### src/hw/rtl/bounded_deque_with_remove_macros.svh
// Assertion macros used by the deque top level.
`ifndef BOUNDED_DEQUE_WITH_REMOVE_MACROS_SVH
`define BOUNDED_DEQUE_WITH_REMOVE_MACROS_SVH

// Same-cycle implication, sampled on the rising clock edge outside reset.
`define BDQ_ASSERT_NOW(label, ante, cons, msg) \
   label: assert property (@(posedge clock) disable iff (reset) (ante) |-> (cons)) \
      else $error(msg);

// Next-cycle implication, sampled on the rising clock edge outside reset.
`define BDQ_ASSERT_NEXT(label, ante, cons, msg) \
   label: assert property (@(posedge clock) disable iff (reset) (ante) |=> (cons)) \
      else $error(msg);

`endif

### src/hw/rtl/bdq_pkg.sv
// Package with the shared types and constants of the bounded deque.
`default_nettype none

package bdq_pkg;

   // Fixed payload widths of the channels.
   localparam int OP_W         = 2;
   localparam int ITEM_W       = 32;
   localparam int STATUS_W     = 2;
   localparam int ITEM_COUNT_W = 5;

   // Default storage shape.
   localparam int DEPTH_DEFAULT = 16;
   localparam int WIDTH_DEFAULT = 32;

   typedef enum logic [OP_W-1:0] {
      OP_PUSH       = 2'd0,
      OP_POP_NEWEST = 2'd1,
      OP_POP_OLDEST = 2'd2,
      OP_REMOVE     = 2'd3
   } op_type;

   typedef enum logic [STATUS_W-1:0] {
      ST_OK    = 2'd0,
      ST_EMPTY = 2'd1,
      ST_FULL  = 2'd2
   } status_type;

   // Decoded command broadcast to every cell of the row.
   typedef struct packed {
      logic do_push;        // push accepted and the store is not full
      logic do_pop_oldest;  // pop-oldest accepted and the store is not empty
      logic do_remove;      // remove accepted
   } cell_ctl_type;

endpackage

`default_nettype wire

### src/hw/rtl/bdq_req_if.sv
// Request channel: operation code and word, with a valid/ready handshake.
`default_nettype none

interface bdq_req_if import bdq_pkg::*; ();
   logic              valid;
   logic              ready;
   logic [OP_W-1:0]   operation;
   logic [ITEM_W-1:0] item_value;

   modport source (output valid, operation, item_value, input ready);
   modport sink (input valid, operation, item_value, output ready);
endinterface

`default_nettype wire

### src/hw/rtl/bdq_rsp_if.sv
// Response channel: popped word, found flag, status and item count.
`default_nettype none

interface bdq_rsp_if import bdq_pkg::*; ();
   logic                    valid;
   logic                    ready;
   logic [ITEM_W-1:0]       popped_value;
   logic                    found;
   logic [STATUS_W-1:0]     status;
   logic [ITEM_COUNT_W-1:0] item_count;

   modport source (output valid, popped_value, found, status, item_count, input ready);
   modport sink (input valid, popped_value, found, status, item_count, output ready);
endinterface

`default_nettype wire

### src/hw/rtl/bounded_deque_with_remove.sv
// Top level of the bounded deque with remove-by-value, built as a row of cells.
//
// Usage: each request item on req_chan carries an operation (push, pop newest,
// pop oldest, remove value) and a word. Every accepted request yields exactly
// one response item on rsp_chan with the popped word, the found flag, a status
// (ok, empty, full) and the number of stored items after the operation.
// A request is handled at once: all cells compare against the word and shift
// in parallel, so one item per cycle is sustained while each response is taken,
// and the response appears in the cycle after acceptance. The count register
// and the neighbor-to-neighbor match chain through the cell row set this step.
// The response sits in an output register; a new request is accepted in the
// same cycle the waiting response is taken, and when the receiver stalls the
// response holds and no further request is taken.
// Synchronous reset empties the store and drops any pending response; cell
// contents are left as they are, since only entries below the count are read.
`default_nettype none

`include "bounded_deque_with_remove_macros.svh"

module bounded_deque_with_remove import bdq_pkg::*; #(
   parameter int DEPTH = DEPTH_DEFAULT,
   parameter int WIDTH = WIDTH_DEFAULT
) (
   input wire        clock,
   input wire        reset,
   bdq_req_if.sink   req_chan,
   bdq_rsp_if.source rsp_chan
);

   localparam int CW = $clog2(DEPTH + 1);

   // Stored item count; cell i is occupied when i is below it.
   logic [CW-1:0] count_ff;
   logic [CW-1:0] count_in;

   // Response register.
   logic                    rsp_valid_ff;
   logic                    rsp_valid_in;
   logic [ITEM_W-1:0]       popped_ff;
   logic [ITEM_W-1:0]       popped_in;
   logic                    found_ff;
   logic                    found_in;
   status_type              status_ff;
   status_type              status_in;

   logic             accept;
   logic             empty;
   logic             full;
   logic [WIDTH-1:0] key;
   cell_ctl_type     ctl;
   logic             any_hit;

   // Chains that run through the cell row.
   logic [WIDTH-1:0] cell_data [DEPTH];
   logic [WIDTH-1:0] upper     [DEPTH];
   logic             above     [DEPTH+1];
   logic [WIDTH-1:0] newest    [DEPTH+1];

   assign req_chan.ready = !rsp_valid_ff || rsp_chan.ready;
   assign accept         = req_chan.valid && req_chan.ready;
   assign empty          = count_ff == '0;
   assign full           = count_ff == CW'(DEPTH);
   assign key            = WIDTH'(req_chan.item_value);

   // The match flag ripples from the newest end down; the newest-word select
   // ripples the same way, so both leave the row at cell zero.
   assign above[DEPTH]  = 1'b0;
   assign newest[DEPTH] = '0;
   assign any_hit       = above[0];

   always_comb begin
      ctl = '0;
      if (accept) begin
         unique case (op_type'(req_chan.operation))
            OP_PUSH:       ctl.do_push = !full;
            OP_POP_OLDEST: ctl.do_pop_oldest = !empty;
            OP_REMOVE:     ctl.do_remove = 1'b1;
            default:       ctl = '0;
         endcase
      end
   end

   for (genvar i = 0; i < DEPTH; i++) begin : g_cell
      if (i == DEPTH - 1) begin : g_top
         assign upper[i] = '0;
      end else begin : g_mid
         assign upper[i] = cell_data[i+1];
      end

      bdq_cell #(
         .WIDTH (WIDTH),
         .DEPTH (DEPTH),
         .INDEX (i)
      ) u_cell (
         .clock      (clock),
         .ctl        (ctl),
         .any_hit    (any_hit),
         .count      (count_ff),
         .key        (key),
         .upper_data (upper[i]),
         .above_in   (above[i+1]),
         .newest_in  (newest[i+1]),
         .data       (cell_data[i]),
         .above_out  (above[i]),
         .newest_out (newest[i])
      );
   end

   // Result of the request being accepted this cycle.
   always_comb begin
      count_in  = count_ff;
      popped_in = '0;
      found_in  = 1'b0;
      status_in = ST_OK;
      unique case (op_type'(req_chan.operation))
         OP_PUSH: begin
            if (full) begin
               status_in = ST_FULL;
            end else begin
               count_in = count_ff + CW'(1);
            end
         end
         OP_POP_NEWEST: begin
            if (empty) begin
               status_in = ST_EMPTY;
            end else begin
               popped_in = ITEM_W'(newest[0]);
               count_in  = count_ff - CW'(1);
            end
         end
         OP_POP_OLDEST: begin
            if (empty) begin
               status_in = ST_EMPTY;
            end else begin
               popped_in = ITEM_W'(cell_data[0]);
               count_in  = count_ff - CW'(1);
            end
         end
         OP_REMOVE: begin
            if (any_hit) begin
               found_in = 1'b1;
               count_in = count_ff - CW'(1);
            end
         end
         default: begin
            count_in = count_ff;
         end
      endcase
   end

   assign rsp_valid_in = accept || (rsp_valid_ff && !rsp_chan.ready);

   always_ff @(posedge clock) begin
      if (reset) begin
         count_ff     <= '0;
         rsp_valid_ff <= 1'b0;
      end else begin
         rsp_valid_ff <= rsp_valid_in;
         if (accept) begin
            count_ff <= count_in;
         end
      end
   end

   // Response payload; the count is reported after the operation.
   logic [CW-1:0] rsp_count_ff;

   always_ff @(posedge clock) begin
      if (accept) begin
         popped_ff    <= popped_in;
         found_ff     <= found_in;
         status_ff    <= status_in;
         rsp_count_ff <= count_in;
      end
   end

   assign rsp_chan.valid        = rsp_valid_ff;
   assign rsp_chan.popped_value = popped_ff;
   assign rsp_chan.found        = found_ff;
   assign rsp_chan.status       = status_ff;
   assign rsp_chan.item_count   = ITEM_COUNT_W'(rsp_count_ff);

   `BDQ_ASSERT_NOW(a_count_bound, 1'b1, count_ff <= CW'(DEPTH), "item count exceeds depth")
   `BDQ_ASSERT_NOW(a_hit_needs_items, any_hit, count_ff != '0, "match found in empty store")
   `BDQ_ASSERT_NEXT(a_push_grows, ctl.do_push, count_ff == $past(count_ff) + CW'(1),
      "accepted push did not grow the store")
   `BDQ_ASSERT_NEXT(a_remove_shrinks, ctl.do_remove && any_hit,
      count_ff == $past(count_ff) - CW'(1), "successful remove did not shrink the store")

endmodule

`default_nettype wire

### src/hw/rtl/bdq_cell.sv
// One storage cell of the deque row: holds a word, matches it and shifts down.
`default_nettype none

module bdq_cell import bdq_pkg::*; #(
   parameter int WIDTH = WIDTH_DEFAULT,
   parameter int DEPTH = DEPTH_DEFAULT,
   parameter int INDEX = 0,
   localparam int CW = $clog2(DEPTH + 1)
) (
   input  wire               clock,
   input  wire cell_ctl_type ctl,
   input  wire               any_hit,
   input  wire  [CW-1:0]     count,
   input  wire  [WIDTH-1:0]  key,
   input  wire  [WIDTH-1:0]  upper_data,
   input  wire               above_in,
   input  wire  [WIDTH-1:0]  newest_in,
   output logic [WIDTH-1:0]  data,
   output logic              above_out,
   output logic [WIDTH-1:0]  newest_out
);

   logic [WIDTH-1:0] data_ff;
   logic [WIDTH-1:0] data_in;
   logic             occupied;
   logic             is_newest;

   assign occupied   = CW'(INDEX) < count;
   assign is_newest  = CW'(INDEX + 1) == count;
   assign above_out  = above_in | (occupied && (data_ff == key));
   assign newest_out = newest_in | (is_newest ? data_ff : '0);
   assign data       = data_ff;

   // A remove shifts every cell from the newest match upward: the match is at or
   // below this cell exactly when a match exists and none sits above it.
   always_comb begin
      data_in = data_ff;
      if (ctl.do_push && (count == CW'(INDEX))) begin
         data_in = key;
      end else if (ctl.do_pop_oldest) begin
         data_in = upper_data;
      end else if (ctl.do_remove && any_hit && !above_in) begin
         data_in = upper_data;
      end
   end

   always_ff @(posedge clock) begin
      data_ff <= data_in;
   end

endmodule

`default_nettype wire

### src/flat_wrapper.sv
// flat-port wrapper written by rule: the top's interface ports become plain ports
module bounded_deque_with_remove_flat import bdq_pkg::*;
#(
   parameter int DEPTH = DEPTH_DEFAULT,
   parameter int WIDTH = WIDTH_DEFAULT
)
  (clock, reset, req_chan_valid, req_chan_operation, req_chan_item_value, req_chan_ready, rsp_chan_valid, rsp_chan_popped_value, rsp_chan_found, rsp_chan_status, rsp_chan_item_count, rsp_chan_ready);
  bdq_req_if req_chan_i ();
  bdq_rsp_if rsp_chan_i ();
  input wire clock;
  input wire reset;
  input wire logic [$bits(req_chan_i.valid)-1:0] req_chan_valid;
  input wire logic [$bits(req_chan_i.operation)-1:0] req_chan_operation;
  input wire logic [$bits(req_chan_i.item_value)-1:0] req_chan_item_value;
  output wire logic [$bits(req_chan_i.ready)-1:0] req_chan_ready;
  output wire logic [$bits(rsp_chan_i.valid)-1:0] rsp_chan_valid;
  output wire logic [$bits(rsp_chan_i.popped_value)-1:0] rsp_chan_popped_value;
  output wire logic [$bits(rsp_chan_i.found)-1:0] rsp_chan_found;
  output wire logic [$bits(rsp_chan_i.status)-1:0] rsp_chan_status;
  output wire logic [$bits(rsp_chan_i.item_count)-1:0] rsp_chan_item_count;
  input wire logic [$bits(rsp_chan_i.ready)-1:0] rsp_chan_ready;
  assign req_chan_i.valid = req_chan_valid;
  assign req_chan_i.operation = req_chan_operation;
  assign req_chan_i.item_value = req_chan_item_value;
  assign req_chan_ready = req_chan_i.ready;
  assign rsp_chan_valid = rsp_chan_i.valid;
  assign rsp_chan_popped_value = rsp_chan_i.popped_value;
  assign rsp_chan_found = rsp_chan_i.found;
  assign rsp_chan_status = rsp_chan_i.status;
  assign rsp_chan_item_count = rsp_chan_i.item_count;
  assign rsp_chan_i.ready = rsp_chan_ready;
  bounded_deque_with_remove #(.DEPTH(DEPTH), .WIDTH(WIDTH)) u_core (.clock(clock), .reset(reset), .req_chan(req_chan_i), .rsp_chan(rsp_chan_i));
endmodule
### config.mk
export PLATFORM = sky130hd
export DESIGN_NAME = bounded_deque_with_remove_flat
export DESIGN_NICKNAME = d
export VERILOG_FILES = /design/src/hw/rtl/bdq_pkg.sv /design/src/hw/rtl/bdq_req_if.sv /design/src/hw/rtl/bdq_rsp_if.sv /design/src/hw/rtl/bounded_deque_with_remove.sv /design/src/hw/rtl/bdq_cell.sv /design/src/flat_wrapper.sv
export VERILOG_INCLUDE_DIRS = /design/src /design/src/hw/rtl
export SDC_FILE = /design/constraint.sdc
export NUM_CORES = 2
export LEC_CHECK = 0
export ABC_AREA = 1
export BUFFER_PORTS_ARGS = -buffer_cell sky130_fd_sc_hd__buf_2
export CORE_MARGIN = 2
export CORE_UTILIZATION = 35
export CTS_CLUSTER_DIAMETER = 40
export DETAILED_ROUTE_END_ITERATION = 7
export PLACE_DENSITY = 0.58
export SKIP_CTS_REPAIR_TIMING = 1
export SLEW_MARGIN = 15
export SYNTH_ARGS = -nofsm -noshare
export SYNTH_HDL_FRONTEND = slang
export SYNTH_SLANG_ARGS = --single-unit
### constraint.sdc
create_clock -name clock -period 9.99 [get_ports clock]
set_input_delay 0.4995 -clock clock [delete_from_list [all_inputs] [get_ports clock]]
set_output_delay 0.4995 -clock clock [all_outputs]
set_load 0.1 [all_outputs]
==> impl_metrics.toml <==
[clocking]
cts.htree.levels = 3
cts_tree = "done"
cts.sinks = 558
cts_buffers = 120
clk_latency_ps = 720
clk_path_buf_depth = 3
cts.clk_slew.worst_paths_ps = 50
cts-root-buf = "clkbuf_16"

[synthesis]
netlist.area_leader.share_pct = 45.6
syn_nets = 4590
syn_inst = 4543
synth.distinct_cells = 61
ys_ff_latch = 558
syn-cell-area_mm2 = 0.0363
synth_edf_count = 552
synthTopCellsByArea = "edfxtp_1 (46%), nand2_1 (14%), o21ai_0 (7.5%), xnor2_1 (4.8%), inv_1 (4.0%)"
yosys.area.top_type = "edfxtp_1"
syn_area_per_cell_um2 = 8.00
ys_seq_area_share_pct = 46.0
yosysMostFrequentCell = "nand2_1"
yosys_warnings = 0
netlist_top_cells_count = "nand2_1 (1327), edfxtp_1 (552), o21ai_0 (542), inv_1 (389), nor2_1 (286)"
synth_flop_cell = "edfxtp_1"
async_reset_ff_share_pct = 0

[global_routing]
grt_start_max_net_pins = 66
grt_usage_pct = 38.9
grt_pass1_vias = 33400
antenna_found_initial = 6
gr-total-overflow = 0
grt_first_pass_wirelength_um = 285000

[worst_hold_path]
hp-class = "input pin to flop"
hold_depth = 3

[floorplan]
die-width_um = 326
die_y_um = 326
row_count = 118
io_pins = 80
fp.coreArea_mm2 = 0.103
start_util_pct = 35.2
fp.dieArea_mm2 = 0.106

[timing]
skew_ps = 27.6
fmax_mhz = 175
holdWs_ps = 35.1
tightestPinTransition_ps = 1210
timing.final.crit_share_pct = 57.3
max-slew-margin-rel_pct = 18.5
setup_ws_ps = 4270
setup-tns-final_ps = 0
rsz0062_at_grt = "false"
finalWorstPathRequiredPeriod_ps = 5720
setup_viol = 0
slew_viol_final = 0
hold_violations = 0

[setup_path]
start_kind = "flop"
cp.arrival_ps = 6040
rr_worst_depth = 10
end_kind = "flop"
cp_max_fo = 47
cp.buffers_inverters = 4
reg2reg_to = "u_core.g_cell[4].u_cell.data[8]"
r2r-start = "u_core.count_ff[0]"
worstSetupPathType = "flop to flop"
critPathTopFamily = "simple AND/OR/NAND/NOR gates"
slowest_delay_ps = 1060
cp_num_cells = 10
worstPathCellList = "inv_1 -> ha_1 -> inv_1 -> nor3_4 -> nor2_1 -> nand2_1 -> nor2_4 -> buf_4 -> clkinv_1 -> nand3_2"
crit_path_end = "u_core.g_cell[4].u_cell.data[8]"
crit_slowest_cell = "nand3_2"
critPathLaunch = "u_core.count_ff[0]"
reg2reg_slack_ps = 4270
required_ps = 10310
crit_path_frequent_cell = "inv_1"

[placement]
dp_hpwl_um = 163000
dp_slack_ps = 4220
gp_congestion = 1.09
port_buffers = 79

[outcome]
status = "finished clean"

[layout]
fin_util_pct = 40.8
final.fill_count = 10600
area_delta_synth_final_pct = 15.9
nNetsFinal = 4602
drive_gt1_share_pct = 10.6

[route]
first_pass_iters = 7
viasPerCell = 6.17
ant_nets = 0
finalWirelength_um = 213000
dr.first_iter.drc_count = 7081
vias = 37200
drcViolationCount = 0
post_drt_wl_per_cell_um = 35.2

[power_and_ir_drop]
p_leak_uw = 0.0168
power.density_mw_per_mm2 = 193
ir_drop_mv = 0.150

[job]
cap_violations = 0
cell families after synthesis:
group           Yosys count  synth area share (%)
flops                   558                  46.0
buf+inv                 702                  8.07
simple gates           2150                  25.5
compound gates          808                  12.5
xor+xnor                316                  7.64
fa+ha+maj                 9                 0.310
metal layers:
layer	share of wire (%)	GRT usage [%]	up-vias
li1	-	-	15500
met1	41	55.3	18100
met2	39	52.9	3117
met3	14	10.8	503
met4	6.4	21.3	6
met5	0.071	0	-
how the worst min path moves through the flow:
stage	startpoint	end	slack, ps
after floorplan	u_core.g_cell[1].u_cell.data[12]	u_core.g_cell[0].u_cell.data[12]	550
after global placement	u_core.rsp_chan.valid	u_core.rsp_chan.valid	500
after detailed placement	u_core.rsp_chan.valid	u_core.rsp_chan.valid	510
after CTS	req_chan_valid	u_core.rsp_chan.valid	10
after global routing	reset	u_core.rsp_chan.valid	50
final	req_chan_valid	u_core.rsp_chan.valid	40
sequential cells by signal (all words and copies together) (netlist names):
register	cells
u_core.rsp_chan.found	1
u_core.g_cell.u_cell.data	512
u_core.count_ff	5
u_core.rsp_chan.valid	1
u_core.rsp_chan.popped_value	32
u_core.rsp_chan.item_count	5
u_core.rsp_chan.status	2
power breakdown:
group | switching [uW] | internal, uW | leakage [uW]
combinational | 887 | 234 | 0.00981
sequential | 99.7 | 2680 | 0.00502
clock | 1500 | 2730 | 0.00202
layout make-up:
class | count | area [um^2] | share of cell area [%]
timing repair buffer | 163 | 1030 | 2.44
antenna | 3 | 7.51 | 0.0178
clock buffer | 134 | 3130 | 7.43
clock inverter | 90 | 1070 | 2.54
tap | 1380 | 1730 | 4.10
inverter | 429 | 1610 | 3.83
sequential | 558 | 16700 | 39.7
multi-input combinational | 3283 | 16800 | 40.0
tightest hold or removal path: stages:
cell and delay, ps:
buf_2 110, inv_1 40, a21oi_1 50
metrics by stage:
stage / instance area [um^2] / std cells / power [uW]
3_3_place_gp: 37900 / 5813 / 3870
2_1_floorplan: 36300 / 4543 / 3380
5_1_grt: 42100 / 6037 / 8260
3_5_place_dp: 37900 / 5813 / 3870
4_1_cts: 42100 / 6037 / 8060
6_report: 42100 / 6040 / 8120
layout by cell type (no fill, tap or decap), drive strengths merged, types with 2 or more instances in the layout:
cell and n:
nor2 294, a221oi 56, o41ai 10, a22o 2
nor3b 5, a22oi 9, o2111ai 17, o211ai 16
a21oi 68, nor2b 6, edfxtp 552, inv 441
buf 163, a2111oi 6, or3 2, bufinv 18
xor2 115, or2 45, clkinv 44, nand3b 13
and2 3, ha 9, o221ai 4, clkinvlp 16
a211oi 2, nand3 170, o22ai 52, clkbuf 134
dfxtp 6, and3 3, nor3 54, nor4 53
nand4 169, diode 3, o21ai 561, xnor2 201
nand2 1331
Note: power is estimated with default switching activity, not from simulation.
